[src/fwar_pkg.sv]
// ----------------------------------------------------------------------------
// fwar_pkg: shared types and constants of the admission ramp
// Command and phase codes, queue item layout, configuration indexes.
// ----------------------------------------------------------------------------
package fwar_pkg;

  // Unit id space and supported requesters
  localparam int ID_W      = 6;
  localparam int ID_SPACE  = 1 << ID_W;
  localparam int NUM_UNITS = 64;
  localparam int LEN_W     = ID_W + 1;

  // Configuration widths
  localparam int UPW_W      = 8;
  localparam int WT_W       = 16;
  localparam int CFG_IDX_W  = 2;
  localparam int CFG_DATA_W = 16;

  // Front queue
  localparam int QUEUE_DEPTH = 2;
  localparam int QPTR_W      = $clog2(QUEUE_DEPTH);

  // Configuration register indexes
  localparam logic [CFG_IDX_W-1:0] CFG_RAMP_ENABLE      = 2'd0;
  localparam logic [CFG_IDX_W-1:0] CFG_UNITS_PER_WINDOW = 2'd1;
  localparam logic [CFG_IDX_W-1:0] CFG_WINDOW_TICKS     = 2'd2;

  typedef enum logic [1:0] {
    CMD_REQ    = 2'd0,
    CMD_UNBLK  = 2'd1,
    CMD_REMOVE = 2'd2,
    CMD_TICK   = 2'd3
  } cmd_t;

  typedef enum logic [1:0] {
    PH_INIT  = 2'd0,
    PH_WAIT  = 2'd1,
    PH_READY = 2'd2
  } phase_t;

  typedef enum logic [1:0] {
    B_IDLE,
    B_LOOK,
    B_REL
  } bstate_t;

  typedef enum logic [1:0] {
    WL_NONE,
    WL_DROP,
    WL_POP,
    WL_APPEND
  } wl_op_t;

  // Classified command as it travels from front to back
  typedef struct packed {
    cmd_t            cmd;
    logic [ID_W-1:0] unit;
    logic            bad;
  } item_t;

endpackage

[src/fwar_front.sv]
// ----------------------------------------------------------------------------
// fwar_front: command intake and classification
// Accepts input transactions, flags units outside the supported range and
// holds them in a short queue for the back end.
// ----------------------------------------------------------------------------
module fwar_front import fwar_pkg::*; (
  input  logic            clk,
  input  logic            rst_n,
  input  logic            in_valid,
  output logic            in_stall,
  input  logic [1:0]      in_cmd,
  input  logic [ID_W-1:0] in_unit_id,
  output logic            q_valid,
  output item_t           q_item,
  input  logic            q_pop
);

  item_t             q_mem_r [QUEUE_DEPTH];
  logic [QPTR_W-1:0] wr_ptr_r, wr_ptr_nxt;
  logic [QPTR_W-1:0] rd_ptr_r, rd_ptr_nxt;
  logic [QPTR_W:0]   cnt_r, cnt_nxt;
  logic              push;
  item_t             cls;

  // Classify the incoming command
  always_comb begin
    cls.cmd  = cmd_t'(in_cmd);
    cls.unit = in_unit_id;
    cls.bad  = (cls.cmd != CMD_TICK) && (32'(in_unit_id) >= NUM_UNITS);
  end

  assign in_stall = (cnt_r == (QPTR_W+1)'(QUEUE_DEPTH));
  assign push     = in_valid && !in_stall;
  assign q_valid  = (cnt_r != '0);
  assign q_item   = q_mem_r[rd_ptr_r];

  // Queue pointers
  always_comb begin
    wr_ptr_nxt = push  ? wr_ptr_r + 1'b1 : wr_ptr_r;
    rd_ptr_nxt = q_pop ? rd_ptr_r + 1'b1 : rd_ptr_r;
    cnt_nxt    = cnt_r + (QPTR_W+1)'(push) - (QPTR_W+1)'(q_pop);
  end

  always_ff @(posedge clk) begin
    if (!rst_n) begin
      wr_ptr_r <= '0;
      rd_ptr_r <= '0;
      cnt_r    <= '0;
    end else begin
      wr_ptr_r <= wr_ptr_nxt;
      rd_ptr_r <= rd_ptr_nxt;
      cnt_r    <= cnt_nxt;
    end
  end

  // Queue storage
  always_ff @(posedge clk) begin
    if (push) begin
      q_mem_r[wr_ptr_r] <= cls;
    end
  end

endmodule

[src/fwar_back.sv]
// ----------------------------------------------------------------------------
// fwar_back: admission engine
// Holds configuration, window counters, unit phase memory and the ordered
// wait list; executes queued commands and drives the result register.
// ----------------------------------------------------------------------------
module fwar_back import fwar_pkg::*; (
  input  logic                  clk,
  input  logic                  rst_n,
  input  logic                  cfg_we,
  input  logic [CFG_IDX_W-1:0]  cfg_index,
  input  logic [CFG_DATA_W-1:0] cfg_wdata,
  input  logic                  q_valid,
  input  item_t                 q_item,
  output logic                  q_pop,
  output logic                  out_valid,
  input  logic                  out_stall,
  output logic [ID_W-1:0]       out_unit_out,
  output logic                  out_must_wait,
  output logic                  out_released,
  output logic                  out_status,
  output logic                  out_last
);

  bstate_t          state_r, state_nxt;
  item_t            cur_r, cur_nxt;

  logic             en_r, en_nxt;
  logic [UPW_W-1:0] upw_r, upw_nxt;
  logic [WT_W-1:0]  wt_r, wt_nxt;
  logic             active_r, active_nxt;
  logic [UPW_W-1:0] wc_r, wc_nxt;
  logic [WT_W-1:0]  tl_r, tl_nxt;
  logic             want;

  // Phase memory with per-entry valid bits
  phase_t           ph_mem [ID_SPACE];
  logic [ID_SPACE-1:0] ph_vld_r;
  phase_t           ph_rd_r;
  logic             ph_rd_en;
  logic             ph_we;
  logic [ID_W-1:0]  ph_waddr;
  phase_t           ph_wdata;

  // Wait list cells
  logic [ID_W-1:0]  wl_r   [ID_SPACE];
  logic [ID_W-1:0]  wl_nxt [ID_SPACE];
  logic [ID_W-1:0]  wl_up  [ID_SPACE];
  logic [LEN_W-1:0] wl_len_r, wl_len_nxt;
  wl_op_t           wl_op;
  logic [ID_SPACE-1:0] match;
  logic [ID_SPACE-1:0] pre [ID_W+1];
  logic [ID_SPACE-1:0] kill;

  // Result register
  logic             out_valid_r;
  logic [ID_W-1:0]  out_unit_r;
  logic             out_wait_r, out_rel_r, out_st_r, out_last_r;
  logic             res_load;
  logic [ID_W-1:0]  res_unit;
  logic             res_wait, res_rel, res_st, res_last;
  logic             out_free;
  logic             rel_go;

  assign out_free = !out_valid_r || !out_stall;
  assign rel_go   = (wl_len_r != '0) && (!active_r || (wc_r < upw_r));

  // Command sequencing and configuration
  always_comb begin
    state_nxt  = state_r;
    cur_nxt    = cur_r;
    q_pop      = 1'b0;
    ph_rd_en   = 1'b0;
    ph_we      = 1'b0;
    ph_waddr   = cur_r.unit;
    ph_wdata   = PH_READY;
    wl_op      = WL_NONE;
    en_nxt     = en_r;
    upw_nxt    = upw_r;
    wt_nxt     = wt_r;
    active_nxt = active_r;
    wc_nxt     = wc_r;
    tl_nxt     = tl_r;
    want       = 1'b0;
    res_load   = 1'b0;
    res_unit   = cur_r.unit;
    res_wait   = 1'b0;
    res_rel    = 1'b0;
    res_st     = 1'b0;
    res_last   = 1'b0;

    case (state_r)
      B_IDLE: begin
        if (q_valid) begin
          q_pop   = 1'b1;
          cur_nxt = q_item;
          if (q_item.cmd == CMD_TICK) begin
            if (active_r && (tl_r > WT_W'(1))) begin
              tl_nxt = tl_r - 1'b1;
            end else begin
              if (active_r) begin
                tl_nxt = wt_r;
                wc_nxt = '0;
              end
              state_nxt = B_REL;
            end
          end else begin
            ph_rd_en  = 1'b1;
            state_nxt = B_LOOK;
          end
        end
      end

      B_LOOK: begin
        if (out_free) begin
          res_load  = 1'b1;
          res_last  = 1'b1;
          state_nxt = B_IDLE;
          if (!cur_r.bad) begin
            case (cur_r.cmd)
              CMD_REQ: begin
                if (!active_r) begin
                  if (ph_rd_r == PH_WAIT) wl_op = WL_DROP;
                  ph_we   = 1'b1;
                  res_rel = (ph_rd_r != PH_READY);
                end else if (ph_rd_r == PH_WAIT) begin
                  res_wait = 1'b1;
                end else if (ph_rd_r == PH_READY) begin
                  res_wait = 1'b0;
                end else if (wc_r < upw_r) begin
                  wc_nxt  = wc_r + 1'b1;
                  ph_we   = 1'b1;
                  res_rel = 1'b1;
                end else begin
                  ph_we    = 1'b1;
                  ph_wdata = PH_WAIT;
                  wl_op    = WL_APPEND;
                  res_wait = 1'b1;
                end
              end
              CMD_UNBLK: begin
                if (ph_rd_r != PH_WAIT) begin
                  res_st = 1'b1;
                end else begin
                  wl_op   = WL_DROP;
                  ph_we   = 1'b1;
                  res_rel = 1'b1;
                end
              end
              CMD_REMOVE: begin
                if (ph_rd_r == PH_WAIT) wl_op = WL_DROP;
                ph_we    = 1'b1;
                ph_wdata = PH_INIT;
              end
              default: begin
                res_st = 1'b0;
              end
            endcase
          end
        end
      end

      B_REL: begin
        if (!rel_go) begin
          state_nxt = B_IDLE;
        end else if (out_free) begin
          wl_op    = WL_POP;
          ph_we    = 1'b1;
          ph_waddr = wl_r[0];
          res_load = 1'b1;
          res_unit = wl_r[0];
          res_rel  = 1'b1;
          if (active_r) wc_nxt = wc_r + 1'b1;
          res_last = (wl_len_r == LEN_W'(1)) ||
                     (active_r && (({1'b0, wc_r} + 9'd1) >= {1'b0, upw_r}));
        end
      end

      default: begin
        state_nxt = B_IDLE;
      end
    endcase

    // Register writes re-evaluate activity
    if (cfg_we) begin
      case (cfg_index)
        CFG_RAMP_ENABLE:      en_nxt  = cfg_wdata[0];
        CFG_UNITS_PER_WINDOW: upw_nxt = cfg_wdata[UPW_W-1:0];
        CFG_WINDOW_TICKS:     wt_nxt  = cfg_wdata[WT_W-1:0];
        default:              en_nxt  = en_r;
      endcase
      want = en_nxt && (upw_nxt != '0) && (wt_nxt != '0);
      if (!want && active_r) begin
        active_nxt = 1'b0;
        wc_nxt     = '0;
      end else if (want && !active_r) begin
        active_nxt = 1'b1;
        tl_nxt     = wt_nxt;
      end
    end
  end

  // Wait list: match, prefix mask of entries at or behind the match, shift
  always_comb begin
    for (int i = 0; i < ID_SPACE; i++) begin
      match[i] = (LEN_W'(i) < wl_len_r) && (wl_r[i] == cur_r.unit);
    end
    pre[0] = match;
    for (int s = 0; s < ID_W; s++) begin
      pre[s+1] = pre[s] | (pre[s] << (1 << s));
    end
    kill = pre[ID_W];

    for (int i = 0; i < ID_SPACE - 1; i++) begin
      wl_up[i] = wl_r[i+1];
    end
    wl_up[ID_SPACE-1] = wl_r[ID_SPACE-1];

    wl_len_nxt = wl_len_r;
    for (int i = 0; i < ID_SPACE; i++) begin
      wl_nxt[i] = wl_r[i];
      case (wl_op)
        WL_DROP:   if (kill[i]) wl_nxt[i] = wl_up[i];
        WL_POP:    wl_nxt[i] = wl_up[i];
        WL_APPEND: if (LEN_W'(i) == wl_len_r) wl_nxt[i] = cur_r.unit;
        default:   wl_nxt[i] = wl_r[i];
      endcase
    end

    case (wl_op)
      WL_DROP:   if (kill[ID_SPACE-1]) wl_len_nxt = wl_len_r - 1'b1;
      WL_POP:    wl_len_nxt = wl_len_r - 1'b1;
      WL_APPEND: if (wl_len_r < LEN_W'(ID_SPACE)) wl_len_nxt = wl_len_r + 1'b1;
      default:   wl_len_nxt = wl_len_r;
    endcase
  end

  // Control registers
  always_ff @(posedge clk) begin
    if (!rst_n) begin
      state_r     <= B_IDLE;
      en_r        <= 1'b0;
      upw_r       <= '0;
      wt_r        <= '0;
      active_r    <= 1'b0;
      wc_r        <= '0;
      tl_r        <= '0;
      wl_len_r    <= '0;
      ph_vld_r    <= '0;
      out_valid_r <= 1'b0;
    end else begin
      state_r  <= state_nxt;
      en_r     <= en_nxt;
      upw_r    <= upw_nxt;
      wt_r     <= wt_nxt;
      active_r <= active_nxt;
      wc_r     <= wc_nxt;
      tl_r     <= tl_nxt;
      wl_len_r <= wl_len_nxt;
      if (ph_we) ph_vld_r[ph_waddr] <= 1'b1;
      if (res_load) begin
        out_valid_r <= 1'b1;
      end else if (!out_stall) begin
        out_valid_r <= 1'b0;
      end
    end
  end

  // Payload registers
  always_ff @(posedge clk) begin
    cur_r <= cur_nxt;
    for (int i = 0; i < ID_SPACE; i++) begin
      wl_r[i] <= wl_nxt[i];
    end
    if (res_load) begin
      out_unit_r <= res_unit;
      out_wait_r <= res_wait;
      out_rel_r  <= res_rel;
      out_st_r   <= res_st;
      out_last_r <= res_last;
    end
  end

  // Phase memory: one write port, one registered read port
  always_ff @(posedge clk) begin
    if (ph_we) begin
      ph_mem[ph_waddr] <= ph_wdata;
    end
    if (ph_rd_en) begin
      ph_rd_r <= ph_vld_r[q_item.unit] ? ph_mem[q_item.unit] : PH_INIT;
    end
  end

  assign out_valid     = out_valid_r;
  assign out_unit_out  = out_unit_r;
  assign out_must_wait = out_wait_r;
  assign out_released  = out_rel_r;
  assign out_status    = out_st_r;
  assign out_last      = out_last_r;

endmodule

[src/fixed_window_admission_ramp.sv]
// ----------------------------------------------------------------------------
// fixed_window_admission_ramp: fixed-window admission limiter
// Admits requesting units up to a per-window budget, queues the rest in
// order and releases them on window expiry.
// ----------------------------------------------------------------------------
// Usage:
//   Input channel (in_valid/in_stall) takes one command per transaction:
//   request, unblock, remove or tick. A two-entry queue decouples intake
//   from the engine, so in_stall rises only when that queue is full.
//   Result channel (out_valid/out_stall) delivers one transaction per
//   result; out_last marks the final result of a command. Request, unblock
//   and remove give one result each and are handled one at a time: the
//   engine reads the phase memory, then updates it. A tick that ends a
//   window, or any tick while the ramp is inactive, releases waiting
//   units, one wait list pop per cycle while the result register is free.
//   A tick that releases nothing gives no result. Configuration is
//   written through cfg_we/cfg_index/cfg_wdata while idle; the user must
//   keep to this, as the block itself does not enforce it.
//   Reset clears configuration, counters, the wait list and all phases.
//   While the receiver stalls the result register holds and the engine
//   waits, and commands keep filling the queue until it is full.
// ----------------------------------------------------------------------------
module fixed_window_admission_ramp import fwar_pkg::*; (
  input  logic                  clk,
  input  logic                  rst_n,
  input  logic                  cfg_we,
  input  logic [CFG_IDX_W-1:0]  cfg_index,
  input  logic [CFG_DATA_W-1:0] cfg_wdata,
  input  logic                  in_valid,
  output logic                  in_stall,
  input  logic [1:0]            in_cmd,
  input  logic [ID_W-1:0]       in_unit_id,
  output logic                  out_valid,
  input  logic                  out_stall,
  output logic [ID_W-1:0]       out_unit_out,
  output logic                  out_must_wait,
  output logic                  out_released,
  output logic                  out_status,
  output logic                  out_last
);

  logic  q_valid;
  logic  q_pop;
  item_t q_item;

  // Intake and classification
  fwar_front u_front (
    .clk        (clk),
    .rst_n      (rst_n),
    .in_valid   (in_valid),
    .in_stall   (in_stall),
    .in_cmd     (in_cmd),
    .in_unit_id (in_unit_id),
    .q_valid    (q_valid),
    .q_item     (q_item),
    .q_pop      (q_pop)
  );

  // Admission engine
  fwar_back u_back (
    .clk           (clk),
    .rst_n         (rst_n),
    .cfg_we        (cfg_we),
    .cfg_index     (cfg_index),
    .cfg_wdata     (cfg_wdata),
    .q_valid       (q_valid),
    .q_item        (q_item),
    .q_pop         (q_pop),
    .out_valid     (out_valid),
    .out_stall     (out_stall),
    .out_unit_out  (out_unit_out),
    .out_must_wait (out_must_wait),
    .out_released  (out_released),
    .out_status    (out_status),
    .out_last      (out_last)
  );

endmodule
[config.mk]
export PLATFORM = sky130hd
export DESIGN_NAME = fixed_window_admission_ramp
export DESIGN_NICKNAME = d
export VERILOG_FILES = /design/src/fwar_pkg.sv /design/src/fwar_front.sv /design/src/fwar_back.sv /design/src/fixed_window_admission_ramp.sv
export SDC_FILE = /design/constraint.sdc
export NUM_CORES = 1
export LEC_CHECK = 0
export ABC_AREA = 1
export BUFFER_PORTS_ARGS = -buffer_cell sky130_fd_sc_hd__buf_2
export CORE_MARGIN = 2
export CORE_UTILIZATION = 50
export CTS_CLUSTER_DIAMETER = 50
export CTS_CLUSTER_SIZE = 16
export DETAILED_ROUTE_END_ITERATION = 7
export MAX_ROUTING_LAYER = met4
export PLACE_DENSITY = 0.75
export SLEW_MARGIN = 40
export SYNTH_ARGS = -nofsm -noshare
export SYNTH_HDL_FRONTEND = slang
export SYNTH_SLANG_ARGS = --single-unit
[constraint.sdc]
create_clock -name clk -period 7.4 [get_ports clk]
set_input_delay 0.37 -clock clk [delete_from_list [all_inputs] [get_ports clk]]
set_output_delay 0.37 -clock clk [all_outputs]
set_load 0.05 [all_outputs]
# [Yosys cells after proc, flatten, opt, wreduce, memory -nomap -nowiden]
# Memory sizes are Yosys's and may differ from the RTL's. A register that Yosys moved wholly into a read port is not among the register bits.
# Cells that the tools add are included.
[classes] n_reduce_logical=98 bitwise_logic=12 n_addsub=9 muxes=299 eq_ne=150 order_cmp=71
[op_table] operator="$pmux W6 S3" count=63
[op_table] operator="$mux W6" count=131
[op_table] operator="$or A64 B64 Y64" count=7
[op_table] operator="$eq A6 B6 Y1" count=64
[op_table] operator="$eq A6 B7 Y1 const A" count=32
[op_table] operator="$lt A6 B7 Y1 const A" count=32
[op_table] operator="$mux W16" count=10
[op_table] operator="$mux W8" count=18
[op_table] operator="$eq A5 B7 Y1 const A" count=16
[op_table] operator="$lt A5 B7 Y1 const A" count=16
[op_table] operator="$logic_and A1 B1 Y1" count=73
[op_table] operator="$eq A4 B7 Y1 const A" count=8
[op_table] operator="$lt A4 B7 Y1 const A" count=8
[op_table] operator="$mux W1" count=41
[op_table] operator="$mux W2" count=20
[op_table] operator="$eq A3 B7 Y1 const A" count=4
[op_table] operator="$lt A3 B7 Y1 const A" count=4
[op_table] operator="$pmux W8 S3" count=1
[op_table] operator="$pmux W7 S3" count=1
[op_table] operator="$eq A2 B2 Y1 const B" count=8
[op_table] operator="$gt A16 B1 Y1 const B" count=1
[op_table] operator="$reduce_bool A16 Y1" count=1
[op_table] operator="$sub A16 B1 Y16 const B" count=1
[op_table] operator="$eq A2 B7 Y1 const A" count=2
[op_table] operator="41 further kinds" count=77
[word_totals] elab_cells=663 reg_bits=147 input_bits=31 ramBits=528 memories=3 output_inout_bits=12
[mem_list] name="u_back.wl_r" depth=64 word_bits=6 rd=64 rd_ports_with_merged_regs=0 wr=64 line_no="fwar_back.sv:45" text="logic [ID_W-1:0] wl_r [ID_SPACE];"
[mem_list] name="u_back.ph_mem" depth=64 word_bits=2 rd=1 rd_ports_with_merged_regs=1 wr=1 line_no="fwar_back.sv:36" text="phase_t ph_mem [ID_SPACE];"
[mem_list] name="u_front.q_mem_r" depth=2 word_bits=8 rd=1 rd_ports_with_merged_regs=1 wr=1 line_no="fwar_front.sv:18" text="item_t q_mem_r [QUEUE_DEPTH];"

# [Logic depth before layout (Yosys ltp)]
[depth] ltp_word=12 mapped_depth=21 depth_no_buf=20

# [By module]
# From an unflattened synthesis, not the netlist that was laid out.
[hier_totals] cells_unflattened=4727 area_unflattened_um2=37946.4
[modules_own_cells] mod="fwar_back" area_each_um2=37091.8 seq_area_each_um2=18487.7 instances=1 cells_per_inst=4666
[modules_own_cells] mod="fwar_front" area_each_um2=854.6 seq_area_each_um2=580.6 instances=1 cells_per_inst=61

# [Worst setup path before layout]
# No wires, ideal clock.
[synth_path] path_type="register to register" from="reg u_back.wc_r[7]" to="mem u_back.ph_mem[0][1] in the netlist's numbering, data pin" path_buffers=0 setup_ns=0.702 synth_period_minus_slack_ns=4.432 stages_incl_launch_ff=8 setup_slack_ns=2.968 t_required_ns=6.698 t_arrival_ns=3.731 path_cell_list="dfxtp_1 ha_1 a21o_1 nor2_1 nand2_1 nand2_2 nor3_1 o21ai_0"
[synth_via] elab_chain_len=9
[synth_lines] item="start, declared" line_no="fwar_back.sv:31" text="logic [UPW_W-1:0] wc_r, wc_nxt;"
[synth_lines] item="start signal, assigned" line_no="fwar_back.sv:256" text="wc_r <= wc_nxt;"
[synth_lines] item="$lt A8 B8 Y1" line_no="fwar_back.sv:129" text="end else if (wc_r < upw_r) begin"
[synth_lines] item="$mux W2" line_no="fwar_back.sv:129"
[synth_lines] item="$mux W2" line_no="fwar_back.sv:127" text="end else if (ph_rd_r == PH_READY) begin"
[synth_lines] item="$mux W2" line_no="fwar_back.sv:125" text="end else if (ph_rd_r == PH_WAIT) begin"
[synth_lines] item="$mux W2" line_no="fwar_back.sv:121" text="if (!active_r) begin"
[synth_lines] item="$pmux W2 S2" line_no="fwar_back.sv:119" text="case (cur_r.cmd)"
[synth_lines] item="$mux W2" line_no="fwar_back.sv:118" text="if (!cur_r.bad) begin"
[synth_lines] item="$mux W2" line_no="fwar_back.sv:114" text="if (out_free) begin"
[synth_lines] item="$mux W2" line_no="fwar_back.sv:91" text="case (state_r)"
[synth_lines] item="named net u_back.ph_wdata[1]" line_no="fwar_back.sv:42" text="phase_t ph_wdata;"
[synth_lines] item="end, declared" line_no="fwar_back.sv:36"
# The timed path passes the listed nets, and every way through them passes these cells.

==> results summary <==
The run finished with clean final reports. For this run, the leading register cell type out of synthesis is sky130_fd_sc_hd__edfxtp_1. The routed length per instance is 20.54 um. After detailed routing, the number of vias per cell comes to just under 6. The element type at the critical path start is a register. For this configuration, the core starts out at a cell density of 0.5068. Adding up every negative setup slack in the final design gives 0 ns.

The die outline height is roughly 280 um. The placeable core region is between 0.07 and 0.08 sq mm. The clock insertion delay at the later pin of the skew report is ~0.65 ns.

In this run the tightest slew margin relative to its limit is 0.3914. The half-perimeter wire length of the detailed placement result is between 70 and 80 mm. The number of rows in the core area came out at 99. The switching part of the total power is 0.3878. The cell area after layout is 0.04016 sq mm. The required time reported for the critical path endpoint came out at 7.67 ns. The global-route wire length before repair came out at about 170 mm. The startpoint of the most critical setup path is u_back.wl_len_r[5]$_SDFFE_PN0P_. The die area is 0.07653 sq mm. The number of nets in the synthesized netlist is about 4,500. The count of different cell masters after synthesis came out at between 50 and 60. The worst clock skew came out at ~0.026 ns. The synthesized design contains roughly 680 register bits. At the end of routability-driven placement, the weighted congestion stood at 1.050. The wire length reported by the detailed router came out at between 100 and 150 mm.

The switching power of the nets came out at between 0.004 and 0.005 W. The CTS clock-pin slew for the worst setup and hold paths came out at around 0.070 ns. The leftover overflow at the end of global routing came out at 0. The hold violation total from the final report came out at 0.

IR analysis of the VDD net gives a maximum drop of around 0.0003 V. The library cells used most frequently in the layout, excluding fill and tap cells, are sky130_fd_sc_hd__nand2_1, sky130_fd_sc_hd__edfxtp_1, sky130_fd_sc_hd__nor2_1. The internal power of the cells totals approximately 0.0074 W. By startpoint and endpoint, the worst setup path is classified as reg -> reg. The post-synthesis cell count came out at roughly 4,500. Of the total power, the clock network draws 0.265. The final-stage net count came out at 4,454.

During placement, the flow inserted port buffers numbering 42. The number of buffers added by the clock tree synthesis step is 60. In this run the critical register-to-register path is launched from u_back.wl_len_r[5]$_SDFFE_PN0P_.

After the first detailed-routing iteration, the DRC count stood at between 4,000 and 5,000. CTS placed an instance of sky130_fd_sc_hd__clkbuf_16 at the clock tree root. Based on the critical path, the design can be clocked at up to about 220 MHz.

The global-route usage over all layers is 0.2899. The remaining design rule violation count is 0. The sequential cell fraction of total power is 0.390. The via count of the first global-routing pass came out at 29,100. In this run the mean area of a mapped cell was 8.328 sq um. The count of endpoints failing setup in the final report is 0. The post-CTS repair timing setup buffer count is 0. For this design the top-level I/O count stands at 43.

The max-slew violation count came out at 0. The category of the worst setup path capture point is a register. The max capacitance violation total came out at 0. Leaving out fill and tap cells, the most frequent cell in the layout is sky130_fd_sc_hd__nand2_1.

The clock tree synthesis step divided the H-tree into 2 levels. The final cycle utilization of the critical path came out at 0.6154. Yosys mapped a number of flops with a built-in enable equal to approximately 550.

The number of iterations in the first detailed-routing pass came out at 6. The min-delay analysis places its worst path in the category in -> reg. The number of buffers inserted by hold repair at cts is 8.

The largest fanout of any net on the critical path is a little over 70. The number of antenna violations at the first check in global routing is 1. The register area share after synthesis is 0.5122. The final period demand of the worst path is ~4.6 ns. Of all flip-flops after synthesis, the portion carrying an async set or reset was 0. Setup repair after global routing left no endpoint under its margin. The worst hold path begins at cfg_we. The die boundary width is 276.6 um.

The slew at the pin closest to its max-slew limit came out at roughly 0.91 ns. After filler insertion, the fill cell instance count of the layout stands at 6,548. The static leakage is 17.17 nW. The standard cell area after detailed placement came out at roughly 0.038 sq mm. The area growth from synthesis to layout is 8.053%. No sink is reached through more buffers than the 3 on the longest clock path. The share of cells above drive strength 1 came out at 0.07484.

The arrival time of data at the critical path endpoint came out at slightly below 5 ns. The via count came out at roughly 31,000. The total number of clock tree sinks is 677. The number of gates resized after cts came out at 0. The largest net degree at the start of global routing came out at around 130. During synthesis, Yosys emitted a total of 0 warnings.

The TritonCTS clock tree is yes. Once detail routing completed, the nets flagged for antenna violations numbered 0. The final core utilization came out at 0.5477. Summing every instance area after synthesis gives approximately 0.037 sq mm. The share of total power in combinational logic came out at 0.345.

The power per cell area came out at around 300 mW/mm^2.
==> flip-flops by register name, summed over array words and instances (netlist names), named ones only <==
signal and flops:
u_front.q_mem_r 16, u_back.wl_len_r 7, u_back.out_last 1, u_back.out_must_wait 1, u_back.upw_r 8, u_back.ph_mem 128
u_back.out_valid 1, u_front.rd_ptr_r 1, u_back.active_r 1, u_back.wt_r 16, u_front.wr_ptr_r 1, u_back.ph_vld_r 64
u_back.en_r 1, u_back.out_released 1, u_back.out_status 1, u_back.tl_r 16, u_front.cnt_r 2, u_back.cur_r 8
u_back.wc_r 8, u_back.state_r 2, u_back.ph_rd_r 2, u_back.out_unit_out 6, u_back.wl_r 384
==> metal layers <==
metal  track usage  vias to the layer above  wire, um
li1              -                    14500         -
met1        0.4053                    14710     46590
met4       0.09114                        0      3389
met5             -                        -         0
met3       0.06378                      256     13190
met2        0.4208                     1789     47670
==> Yosys cell counts (54+ instances only) <==
cell                       number  share of area
sky130_fd_sc_hd__nand2_1     1251           0.13
sky130_fd_sc_hd__edfxtp_1     548           0.44
sky130_fd_sc_hd__nor3_1        54         0.0073
sky130_fd_sc_hd__nand3_1      135          0.018
sky130_fd_sc_hd__o21ai_0      359          0.048
sky130_fd_sc_hd__clkbuf_1     140          0.014
sky130_fd_sc_hd__xor2_1       113          0.027
sky130_fd_sc_hd__nor2_1       501          0.051
sky130_fd_sc_hd__xnor2_1      164          0.039
sky130_fd_sc_hd__a21oi_1      196          0.026
sky130_fd_sc_hd__buf_2         57         0.0077
sky130_fd_sc_hd__inv_1        426          0.043
sky130_fd_sc_hd__dfxtp_1      129          0.069
==> critical path: stages, from the launching register on <==
cell                      delay, ns
sky130_fd_sc_hd__dfxtp_1       0.55
sky130_fd_sc_hd__nor2_8        0.46
sky130_fd_sc_hd__nand2_4       0.22
sky130_fd_sc_hd__inv_2         0.22
sky130_fd_sc_hd__nand2_2       0.14
sky130_fd_sc_hd__nand4_4       0.22
sky130_fd_sc_hd__nand2_1       0.18
sky130_fd_sc_hd__nand3_4       0.44
sky130_fd_sc_hd__buf_12        0.30
sky130_fd_sc_hd__buf_4         0.64
sky130_fd_sc_hd__o21ai_0       0.18
sky130_fd_sc_hd__a21oi_1       0.57
==> path summary, 6_finish.rpt <==
path                            slack [ns]  cells after the start                               end
worst max-delay path                  2.85                     11     u_back.wl_r[1][172]$_DFFE_PP_
worst min-delay path                  0.13                      4      u_back.active_r$_SDFFE_PN0P_
worst max register to register        2.85                     11     u_back.wl_r[1][172]$_DFFE_PP_
worst min register to register        0.45                      2  u_back.ph_vld_r[27]$_SDFFE_PN0P_
==> per-stage QoR <==
step | hold WS, ns | setup WS [ns] | total power (W) | instances
floorplan | 0.4206 | 2.968 | 0.007648 | 4463
global placement | 0.4361 | 2.907 | 0.008732 | 5273
detailed placement | 0.4422 | 2.932 | 0.008822 | 5276
CTS | 0.1102 | 2.932 | 0.01199 | 5394
global route | 0.1851 | 2.577 | 0.01261 | 5396
finish | 0.1345 | 2.846 | 0.01207 | 5396
==> logic make-up after synthesis <==
group,share of synthesized area
buf+inv,0.07524
fa+ha+maj,0.01178
compound gates,0.1082
simple gates,0.2273
flops,0.5122
xor+xnor,0.06528
==> layout make-up <==
cell class              count  area [sq um]  area share
flip-flops and latches    677         19040      0.4741
multi-input cells        3099         15560      0.3876
inverters                 453          1705     0.04247
clock buffers              74          1595     0.03972
well taps                 959          1200     0.02988
repair buffers             97         693.2     0.01726
clock inverters            36         360.3    0.008973
diodes                      1         2.502  0.00006231
==> power by group through the flow <==
stage,Sequential (W),Clock (W),Combinational (W)
detailed placement,0.00478,0,0.00404
finish,0.00471,0.00320,0.00417
global placement,0.00477,0,0.00396
CTS,0.00470,0.00322,0.00407
global route,0.00473,0.00335,0.00453
floorplan,0.00474,0,0.00291
Power figures use the tool's default switching activity.
